--- src/tiar_pkg.sv ---
package tiar_pkg;

    // Word sizes used throughout the datapath.
    localparam int WORD_W   = 64;
    localparam int DWORD_W  = 128;
    localparam int HALF_W   = 32;
    localparam int LIMB_W   = 16;
    localparam int CLOCK_W  = 32;
    localparam int BYTE_W   = 8;
    localparam int U16_W    = 16;
    localparam int U32_W    = 32;

    // Bit of the full u128 multiply accumulator that raises the carry flag.
    localparam int CARRY_POS = 193;

    // Three 64x64 products, each built from four 32x32 partial products.
    localparam int N_PROD = 3;
    localparam int N_PART = 4;

    // Product slots: low x low, high half of a times low of b, low of a times high of b.
    localparam int PROD_LL = 0;
    localparam int PROD_HL = 1;
    localparam int PROD_LH = 2;

    // Partial product slots inside one 64x64 product.
    localparam int PART_00 = 0;
    localparam int PART_01 = 1;
    localparam int PART_10 = 2;
    localparam int PART_11 = 3;

    // Operation codes.
    localparam logic [1:0] OP_ADD = 2'd0;
    localparam logic [1:0] OP_SUB = 2'd1;
    localparam logic [1:0] OP_MUL = 2'd2;

    // Width tags.
    localparam logic [2:0] TAG_U8   = 3'd0;
    localparam logic [2:0] TAG_U16  = 3'd1;
    localparam logic [2:0] TAG_U32  = 3'd2;
    localparam logic [2:0] TAG_U64  = 3'd3;
    localparam logic [2:0] TAG_U128 = 3'd4;

    // Row kinds.
    localparam logic [1:0] ROW_MAIN   = 2'd0;
    localparam logic [1:0] ROW_SECOND = 2'd1;
    localparam logic [1:0] ROW_UNSUP  = 2'd2;

    typedef logic [WORD_W-1:0]  word_t;
    typedef logic [DWORD_W-1:0] dword_t;

    // Input data word, last field in the lowest bits.
    typedef struct packed {
        logic [5:0]         pad;
        logic [CLOCK_W-1:0] clock_stamp;
        word_t              b_high;
        word_t              b_low;
        word_t              a_high;
        word_t              a_low;
        logic [1:0]         opcode;
    } in_data_t;

    // Output data word, last field in the lowest bits.
    typedef struct packed {
        logic [6:0]         pad;
        word_t              partial_word;
        word_t              limbs_high;
        word_t              limbs_low;
        logic [BYTE_W-1:0]  byte_reg_one;
        logic [BYTE_W-1:0]  byte_reg_zero;
        logic               carry_flag;
        word_t              result_high;
        word_t              result_low;
        logic [CLOCK_W-1:0] row_clock;
    } out_row_t;

    // Decoded item that travels down the pipeline.
    typedef struct packed {
        logic               unsup;
        logic [1:0]         opcode;
        logic [2:0]         tag;
        logic [CLOCK_W-1:0] clock;
        dword_t             opa;
        dword_t             opb;
        logic [DWORD_W:0]   sum;
        logic [DWORD_W:0]   diff;
    } item_t;

    typedef logic [N_PROD-1:0][N_PART-1:0][WORD_W-1:0] part_bank_t;
    typedef logic [N_PROD-1:0][DWORD_W-1:0]             prod_bank_t;

    // Mask of the operand bits that a narrow tag keeps.
    function automatic word_t tag_mask(input logic [2:0] tag);
        word_t m;
        case (tag)
            TAG_U8:  m = word_t'({BYTE_W{1'b1}});
            TAG_U16: m = word_t'({U16_W{1'b1}});
            TAG_U32: m = word_t'({U32_W{1'b1}});
            default: m = '1;
        endcase
        return m;
    endfunction

endpackage

--- src/tiar_row_out.sv ---
module tiar_row_out
    import tiar_pkg::*;
(
    input  logic             clk,
    input  logic             rst_n,
    input  logic             in_valid,
    output logic             in_ready,
    input  item_t            in_item,
    input  dword_t           in_prod,
    input  logic [DWORD_W:0] in_cross,
    output logic             m_tvalid,
    input  logic             m_tready,
    output out_row_t         m_row,
    output logic [1:0]       m_kind
);

    logic               valid_reg;
    logic               valid_next;
    logic               pending_reg;
    logic               pending_next;
    logic [1:0]         kind_reg;
    logic [1:0]         kind_next;
    out_row_t           row_reg;
    out_row_t           row_next;
    dword_t             limbs_b_reg;
    dword_t             limbs_b_next;

    out_row_t           new_row;
    logic [1:0]         new_kind;
    logic               new_two;
    word_t              mask;
    logic               is_wide;
    logic [DWORD_W+1:0] w_upper;
    word_t              rl;
    word_t              rh;
    logic               cf;
    logic [BYTE_W-1:0]  b1;
    word_t              ll;
    word_t              lh;

    // Final accumulator add and assembly of the first row.
    always_comb
    begin
        mask     = tag_mask(in_item.tag);
        is_wide  = (in_item.tag == TAG_U128);
        w_upper  = {{(DWORD_W-WORD_W+2){1'b0}}, in_prod[DWORD_W-1:WORD_W]}
                 + {1'b0, in_cross};
        new_row  = '0;
        new_kind = ROW_MAIN;
        new_two  = 1'b0;
        rl       = '0;
        rh       = '0;
        cf       = 1'b0;
        b1       = '0;
        ll       = '0;
        lh       = '0;

        if (in_item.unsup)
        begin
            new_kind = ROW_UNSUP;
        end
        else if (is_wide && (in_item.opcode == OP_MUL))
        begin
            // Main row of a u128 multiply; the limbs of b follow in a second row.
            new_two              = 1'b1;
            new_row.row_clock    = in_item.clock;
            new_row.result_low   = in_prod[WORD_W-1:0];
            new_row.result_high  = w_upper[WORD_W-1:0];
            new_row.carry_flag   = w_upper[CARRY_POS-WORD_W];
            new_row.limbs_low    = in_item.opa[WORD_W-1:0];
            new_row.limbs_high   = in_item.opa[DWORD_W-1:WORD_W];
            new_row.partial_word = w_upper[DWORD_W-1:WORD_W];
        end
        else
        begin
            case (in_item.opcode)
                OP_ADD:
                begin
                    rl = in_item.sum[WORD_W-1:0] & mask;
                    rh = is_wide ? in_item.sum[DWORD_W-1:WORD_W] : '0;
                    case (in_item.tag)
                        TAG_U8:  cf = in_item.sum[BYTE_W];
                        TAG_U16: cf = in_item.sum[U16_W];
                        TAG_U32: cf = in_item.sum[U32_W];
                        default: cf = is_wide ? in_item.sum[DWORD_W] : in_item.sum[WORD_W];
                    endcase
                    ll = rl;
                    lh = rh;
                end
                OP_SUB:
                begin
                    rl = in_item.diff[WORD_W-1:0] & mask;
                    rh = is_wide ? in_item.diff[DWORD_W-1:WORD_W] : '0;
                    cf = in_item.diff[DWORD_W];
                    ll = in_item.opa[WORD_W-1:0];
                    lh = in_item.opa[DWORD_W-1:WORD_W];
                end
                default:
                begin
                    // Narrow multiply: the limbs hold the full product.
                    rl = in_prod[WORD_W-1:0] & mask;
                    ll = in_prod[WORD_W-1:0];
                    lh = in_prod[DWORD_W-1:WORD_W];
                    if (in_item.tag == TAG_U8)
                    begin
                        b1 = in_prod[2*BYTE_W-1:BYTE_W];
                    end
                end
            endcase

            new_row.row_clock    = in_item.clock;
            new_row.result_low   = rl;
            new_row.result_high  = rh;
            new_row.carry_flag   = cf;
            new_row.byte_reg_one = b1;
            if (in_item.tag == TAG_U8)
            begin
                // Byte operations keep their witness in the byte registers.
                new_row.byte_reg_zero = ll[BYTE_W-1:0];
            end
            else
            begin
                new_row.limbs_low  = ll;
                new_row.limbs_high = lh;
            end
        end
    end

    // A new item enters only when no second row is still owed.
    assign in_ready = !valid_reg || (m_tready && !pending_reg);

    // Output register sequencing.
    always_comb
    begin
        valid_next   = valid_reg;
        pending_next = pending_reg;
        kind_next    = kind_reg;
        row_next     = row_reg;
        limbs_b_next = limbs_b_reg;
        if (in_valid && in_ready)
        begin
            valid_next   = 1'b1;
            pending_next = new_two;
            kind_next    = new_kind;
            row_next     = new_row;
            limbs_b_next = in_item.opb;
        end
        else if (valid_reg && m_tready)
        begin
            if (pending_reg)
            begin
                pending_next        = 1'b0;
                kind_next           = ROW_SECOND;
                row_next            = '0;
                row_next.limbs_low  = limbs_b_reg[WORD_W-1:0];
                row_next.limbs_high = limbs_b_reg[DWORD_W-1:WORD_W];
            end
            else
            begin
                valid_next = 1'b0;
            end
        end
    end

    // Control state.
    always_ff @(posedge clk or negedge rst_n)
    begin
        if (!rst_n)
        begin
            valid_reg   <= 1'b0;
            pending_reg <= 1'b0;
        end
        else
        begin
            valid_reg   <= valid_next;
            pending_reg <= pending_next;
        end
    end

    // Output payload.
    always_ff @(posedge clk)
    begin
        kind_reg    <= kind_next;
        row_reg     <= row_next;
        limbs_b_reg <= limbs_b_next;
    end

    assign m_tvalid = valid_reg;
    assign m_row    = row_reg;
    assign m_kind   = kind_reg;

endmodule

--- config.mk ---
export PLATFORM = sky130hd
export DESIGN_NAME = tiar_row_out
export DESIGN_NICKNAME = d
export VERILOG_FILES = /design/src/tiar_pkg.sv /design/src/tiar_row_out.sv
export SDC_FILE = /design/constraint.sdc
export NUM_CORES = 1
export LEC_CHECK = 0
export BUFFER_PORTS_ARGS = -buffer_cell sky130_fd_sc_hd__buf_4
export CAP_MARGIN = 25
export CORE_AREA = 4 4 469 471
export CTS_CLUSTER_DIAMETER = 60
export DETAILED_ROUTE_END_ITERATION = 8
export DIE_AREA = 0 0 473 475
export GPL_ROUTABILITY_DRIVEN = 0
export PLACE_DENSITY = 0.3
export SLEW_MARGIN = 25
export SYNTH_ARGS = -nofsm -noshare
export SYNTH_HDL_FRONTEND = slang
export SYNTH_SLANG_ARGS = --single-unit
--- constraint.sdc ---
create_clock -name clk -period 40.9 [get_ports clk]
set_input_delay 2.045 -clock clk [delete_from_list [all_inputs] [get_ports clk]]
set_output_delay 2.045 -clock clk [all_outputs]
set_load 0.05 [all_outputs]
==> reports/qor.yml, run 1 <==
place_ws_ns: 33.49
grtUsageTotal: 0.185
rsz0062_at_grt: "no"
viasPerCell: 4.15
swShare: 0.318
largest_register_ffs: 369
syn_inst: 2446
cts_hold_buf: 0
dpl.hpwl_um: 176000
cts_buffers: 99
postCtsSetupRepairBufs: 0
worst_ep_required_time_ns: 41.45
synth_top_cells_by_area: "edfxtp_1, nor2_1, a221o_1"
cts.sinks: 501
cellPowerDensity_nw_per_um2: 43.2
hold_path.class: "reg2reg"
rows: 171
grt_antenna_before_repair: 66
ys_ff_latch: 501
status: "finished clean"
synth.distinct_cells: 73
die_w_um: 473
drtPass1Iterations: 9
vias: 27217
async_flop_share: 0.00399
synth_edf_count: 499
clk_latency_ns: 0.73
start_util: 0.125
slew_headroom: 0.324
start_kind: "primary input"
cp_num_cells: 13
crit_slowest_cell: "a31o_1"
path_common_cell: "buf_4"
synth_area_um2: 27000
io_buffers: 1185
drt_iter0_drc: 2264
path_cells: "buf_4 -> ha_1 -> nand4_2 -> nor4_2 -> nand3_1 -> a311oi_2 -> nor3_1 -> buf_4 -> o41ai_4 -> a31o_1 -> nand4_4 -> or4_1 -> a21oi_1"
switching_power_uw: 588
layout.nets: 4479
ys_warn_count: 0
routed_wl_um: 218000
ant_nets: 0
p_clk_frac: 0.461
post-route-period-util: 0.158
synth_flop_cell: "edfxtp_1"
synth_top_area_frac: 0.554
avgSynthCellArea_um2: 11.1
finalCriticalPeriod_ns: 6.48
grt_pass1_wl_um: 279000
drv_slew: 0
path_delay_family: "simple AND/OR/NAND/NOR gates"
critPathKind: "in2reg"
grt_max_degree: 91
hold_violations: 0
crit_buf_inv: 2
min_path_cells: 1
dieArea_um2: 225000
tritoncts: "built"
clock_path_buffers: 3
tightest_slew_ns: 1.01
end_kind: "flip-flop"
fin_ws_ns: 34.42
combinationalPowerShare: 0.205
pin_count: 1193
p_int_uw: 1260
crit_path_max_incr_delay_ns: 0.85
clock.fmax_mhz: 154
seqPwrFrac: 0.333
syn_to_final_growth_pct: 58.0
p_leak_uw: 0.0165
maxCapViolCount: 0
finalClockSkew_ns: 0.0407
wl_per_cell_um: 33.2
layout-drive-gt1-share: 0.389
worst-endpoint-arrival_ns: 7.04
core_area_um2: 216000
path_clk_slew_ns: 0.06
path_max_fanout: 12
final-setup-viol-count: 0
cts-root-buf: "clkbuf_16"
cts_resized: 0
drcViolationCount: 0
finalSetupTns_ns: 0
fp.dieH_um: 475
ys_seq_area_frac: 0.556
htreeDepth: 3
vdd_ir_drop_max_uv: 27.0
overflow: 0
grt_pass1_vias: 27920
worst_r2r_path_depth: 8
synth_top_area_cell: "edfxtp_1"
synth_stat cells (5+ instances only):
| master | instances |
|---|---|
| o211ai_1 | 5 |
| or3_1 | 22 |
| o22ai_1 | 26 |
| nor2_1 | 347 |
| buf_1 | 24 |
| o21ai_1 | 18 |
| nand4_1 | 49 |
| nor4_1 | 12 |
| o21bai_1 | 11 |
| mux2i_1 | 52 |
| a21oi_1 | 182 |
| nand2b_1 | 7 |
| a221o_1 | 121 |
| or4_1 | 14 |
| o21ai_0 | 72 |
| clkbuf_1 | 132 |
| nand3_1 | 49 |
| a22oi_1 | 149 |
| o31ai_1 | 14 |
| o21a_1 | 16 |
| ha_1 | 64 |
| buf_2 | 23 |
| a222oi_1 | 20 |
| and2_1 | 13 |
| a21o_1 | 26 |
| a31oi_1 | 7 |
| nor3_1 | 38 |
| or2_2 | 7 |
| a21boi_0 | 8 |
| xnor2_1 | 60 |
| and3_1 | 48 |
| edfxtp_1 | 499 |
| a221oi_1 | 16 |
| inv_1 | 25 |
| xor2_1 | 34 |
| and4_1 | 9 |
| nand2_1 | 135 |
| a211oi_1 | 37 |
| buf_4 | 7 |
cells by family after synthesis:
kind of cell,count (synthesis),synth area share
AND/OR/NAND/NOR,764,0.132
AO/OA/AOI/OAI,756,0.200
flip-flops,501,0.556
buffers and inverters,213,0.0319
XOR/XNOR,94,0.0304
adder cells (fa/ha/maj),65,0.0304
multiplexers,52,0.0193
other,1,0.000139
per-layer routing:
metal	up-vias	global-route usage	wire length, um
li1	11950	-	-
met1	13637	0.209	83300
met2	1328	0.326	109000
met3	260	0.0647	19400
met4	42	0.0543	5570
met5	-	0	270
power groups by stage:
| stage | Combinational (uW) | Clock (uW) | Sequential [uW] |
|---|---|---|---|
| after CTS | 386 | 886 | 616 |
| after floorplan | 114 | 0 | 707 |
| final | 379 | 852 | 615 |
| after global placement | 386 | 0 | 626 |
| after detailed placement | 385 | 0 | 626 |
| after global routing | 402 | 904 | 617 |
layout by cell type, fill, tap and decap left out, drive strengths merged, types with 16 or more instances in the layout:
cell       n
nor3      38
a22oi    149
a211oi    37
a21oi    182
xor2      34
a221o    121
nand4     51
buf     1235
o21ai     90
or3       22
edfxtp   499
a21o      26
a221oi    16
o22ai     26
a222oi    20
inv       34
clkinv    33
ha        64
xnor2     60
nand3     50
mux2i     52
and3      48
o21a      16
diode     20
nor2     347
clkbuf   111
nand2    135
layout make-up:
cell class,instances,area (um^2)
fill,23913,173000
tap,2854,3570
multi-input combinational,1738,11300
clock buffer,111,2560
inverter,26,105
clock inverter,66,796
sequential,501,15000
timing repair buffer,1235,9310
antenna,20,50.0
worst register-to-register path, cell delays in order, from the launching register on:
cell and delay [ns]:
dfrtp_1 0.39, o21ai_1 0.31, nand2_4 0.26, or3_1 0.59
nand2b_4 0.63, o21ai_4 0.93, buf_4 0.70, buf_4 0.76
a221o_1 0.49
path summary, 6_finish.rpt:
kind,start,endpoint,slack [ns]
setup / recovery,in_prod[105],m_row[363],34.42
hold / removal,limbs_b_reg[11],m_row[188],0.51
setup reg to reg,pending_reg,m_row[274],35.69
hold reg to reg,limbs_b_reg[11],m_row[188],0.51
max in group asynchronous,rst_n,m_tvalid,39.70
min in group asynchronous,rst_n,pending_reg,1.11
stage by stage:
stage	area [um^2]	hold WS [ns]	total power (uW)	instances	utilization
floorplan	27100	0.491	820	2452	-
CTS	42600	0.520	1890	6530	0.197
global route	42700	0.543	1920	6543	0.198
finish	42700	0.512	1850	6551	0.198
global placement	39300	0.527	1010	6352	0.182
detailed placement	39300	0.534	1010	6353	0.182
Note: power is estimated with default switching activity, not from simulation.
==> inputs of run 2 (changes only) <==
--- a/config.mk
+++ b/config.mk
@@ -7,10 +7,10 @@
 export LEC_CHECK = 0
 export BUFFER_PORTS_ARGS = -buffer_cell sky130_fd_sc_hd__buf_4
 export CAP_MARGIN = 25
-export CORE_AREA = 4 4 469 471
+export CORE_AREA = 4 4 460 462
 export CTS_CLUSTER_DIAMETER = 60
 export DETAILED_ROUTE_END_ITERATION = 8
-export DIE_AREA = 0 0 473 475
+export DIE_AREA = 0 0 464 466
 export GPL_ROUTABILITY_DRIVEN = 0
 export PLACE_DENSITY = 0.3
 export SLEW_MARGIN = 25
==> constraint.sdc (replaced) <==
create_clock -name clk -period 6.43 [get_ports clk]
set_input_delay 0.3215 -clock clk [delete_from_list [all_inputs] [get_ports clk]]
set_output_delay 0.3215 -clock clk [all_outputs]
set_load 0.05 [all_outputs]
==> run 2 against run 1 <==
Net effect:
- worst setup slack got worse by 33 ns
- critical path depth decreased by 1
- critical endpoint unchanged
- die area decreased by 3.8%
==> reports/qor.yml, run 2 (same netlist as run 1, synthesis figures left out) <==
syn_to_final_growth_pct: 78.8
pin_count: 1193
post_dp_cell_area_um2: 39300
reg2reg_to: "m_row[53]"
overflow: 0
grt_antenna_before_repair: 48
min_path_cells: 2
layout_common_cells: "buf_4, dlygate4sd3_1, edfxtp_1"
dieArea_um2: 216000
htreeDepth: 3
ant_nets: 0
end_kind: "flip-flop"
p_leak_uw: 0.0189
utilization: 0.234
routed_wl_um: 221000
final_common_cell: "buf_4"
min_from: "in_item[469]"
path_cells: "buf_4 -> ha_1 -> nand4_1 -> nor4_2 -> nand3_1 -> a311oi_2 -> nor3_1 -> o41ai_4 -> a31o_1 -> nand4_4 -> or4_1 -> a21oi_1"
clk_latency_ns: 0.71
start_kind: "primary input"
fill_cells: 22652
rsz0062_at_grt: "no"
rows: 167
dpl.hpwl_um: 177000
r2r_start: "pending_reg"
finalClockSkew_ns: 0.0255
cts_resized: 0
crit_slowest_cell: "a31o_1"
layout-drive-gt1-share: 0.341
cts_hold_buf: 556
path_delay_family: "simple AND/OR/NAND/NOR gates"
cts.sinks: 501
clock_path_buffers: 3
viasPerCell: 4.16
tightest_slew_ns: 1.10
cellPowerDensity_nw_per_um2: 253
seq_area_um2: 15000
stdcell_area_um2: 48400
drv_slew: 0
total_power_uw: 12200
cts-root-buf: "clkbuf_16"
cts_buffers: 101
grt_pass1_vias: 30401
post-route-period-util: 0.769
slew_headroom: 0.260
postCtsSetupRepairBufs: 0
min_to: "m_row[260]"
start_util: 0.131
drt_iter0_drc: 2168
final-setup-viol-count: 0
die_w_um: 464
clock.fmax_mhz: 202
crit_path_max_incr_delay_ns: 0.77
layout.nets: 5038
largest_register_ffs: 369
grtUsageTotal: 0.195
hold_slack_ns: 0.0886
core_area_um2: 207000
path_max_fanout: 11
grt_pass1_wl_um: 289000
wl_per_cell_um: 31.3
drtPass1Iterations: 6
critPathKind: "in2reg"
finalCriticalPeriod_ns: 4.95
hold_path.class: "in2reg"
r2r_slack_ns: 1.81
drcViolationCount: 0
fp.dieH_um: 466
worst_ep_required_time_ns: 6.98
multiInputGateArea_um2: 11300
maxCapViolCount: 0
hold_violations: 0
path_clk_slew_ns: 0.05
place_ws_ns: 0.241
io_buffers: 1185
status: "finished clean"
worst-endpoint-arrival_ns: 5.50
fin_ws_ns: 1.48
crit_buf_inv: 1
tritoncts: "built"
grt_max_degree: 130
vdd_ir_drop_max_uv: 180
vias: 29357
worst_r2r_path_depth: 10
==> run 2: worst max path at each step <==
stage / depth (start not counted) / slack (ns) / startpoint / to
2_1_floorplan: 2 / -0.75 / m_tvalid / m_kind[0]
3_3_place_gp: 12 / 0.29 / in_prod[101] / m_row[363]
3_5_place_dp: 12 / 0.24 / in_prod[109] / m_row[363]
4_1_cts: 12 / 1.07 / in_prod[109] / m_row[363]
5_1_grt: 12 / 1.14 / in_prod[105] / m_row[363]
6_report: 12 / 1.48 / in_prod[109] / m_row[363]
==> run 2: per-layer routing <==
| layer | GRT usage | vias to the layer above | share of wire |
|---|---|---|---|
| met5 | 0 | - | 0.00064 |
| met4 | 0.0560 | 24 | 0.027 |
| met3 | 0.0553 | 253 | 0.074 |
| met2 | 0.340 | 1261 | 0.49 |
| met1 | 0.234 | 14736 | 0.41 |
| li1 | - | 13083 | - |
==> run 2: where the power goes <==
group	switching (uW)	total (uW)	leakage, uW	internal, uW
clock	2170	5570	0.00167	3400
sequential	84.3	3900	0.00492	3820
combinational	1700	2750	0.0123	1060
==> run 2: stage by stage <==
stage | instances | setup TNS [ns]
after CTS | 7033 | 0
final | 7050 | 0
after global routing | 7044 | 0
after global placement | 6288 | 0
after detailed placement | 6289 | 0
after floorplan | 2452 | -278.77
==> run 2: area by class of cell <==
cell class | instances | share of cell area
flip-flops and latches | 501 | 0.311
repair buffers | 1792 | 0.309
multi-input cells | 1738 | 0.233
well taps | 2788 | 0.0721
clock buffers | 107 | 0.0536
clock inverters | 81 | 0.0183
inverters | 26 | 0.00217
diodes | 17 | 0.000880
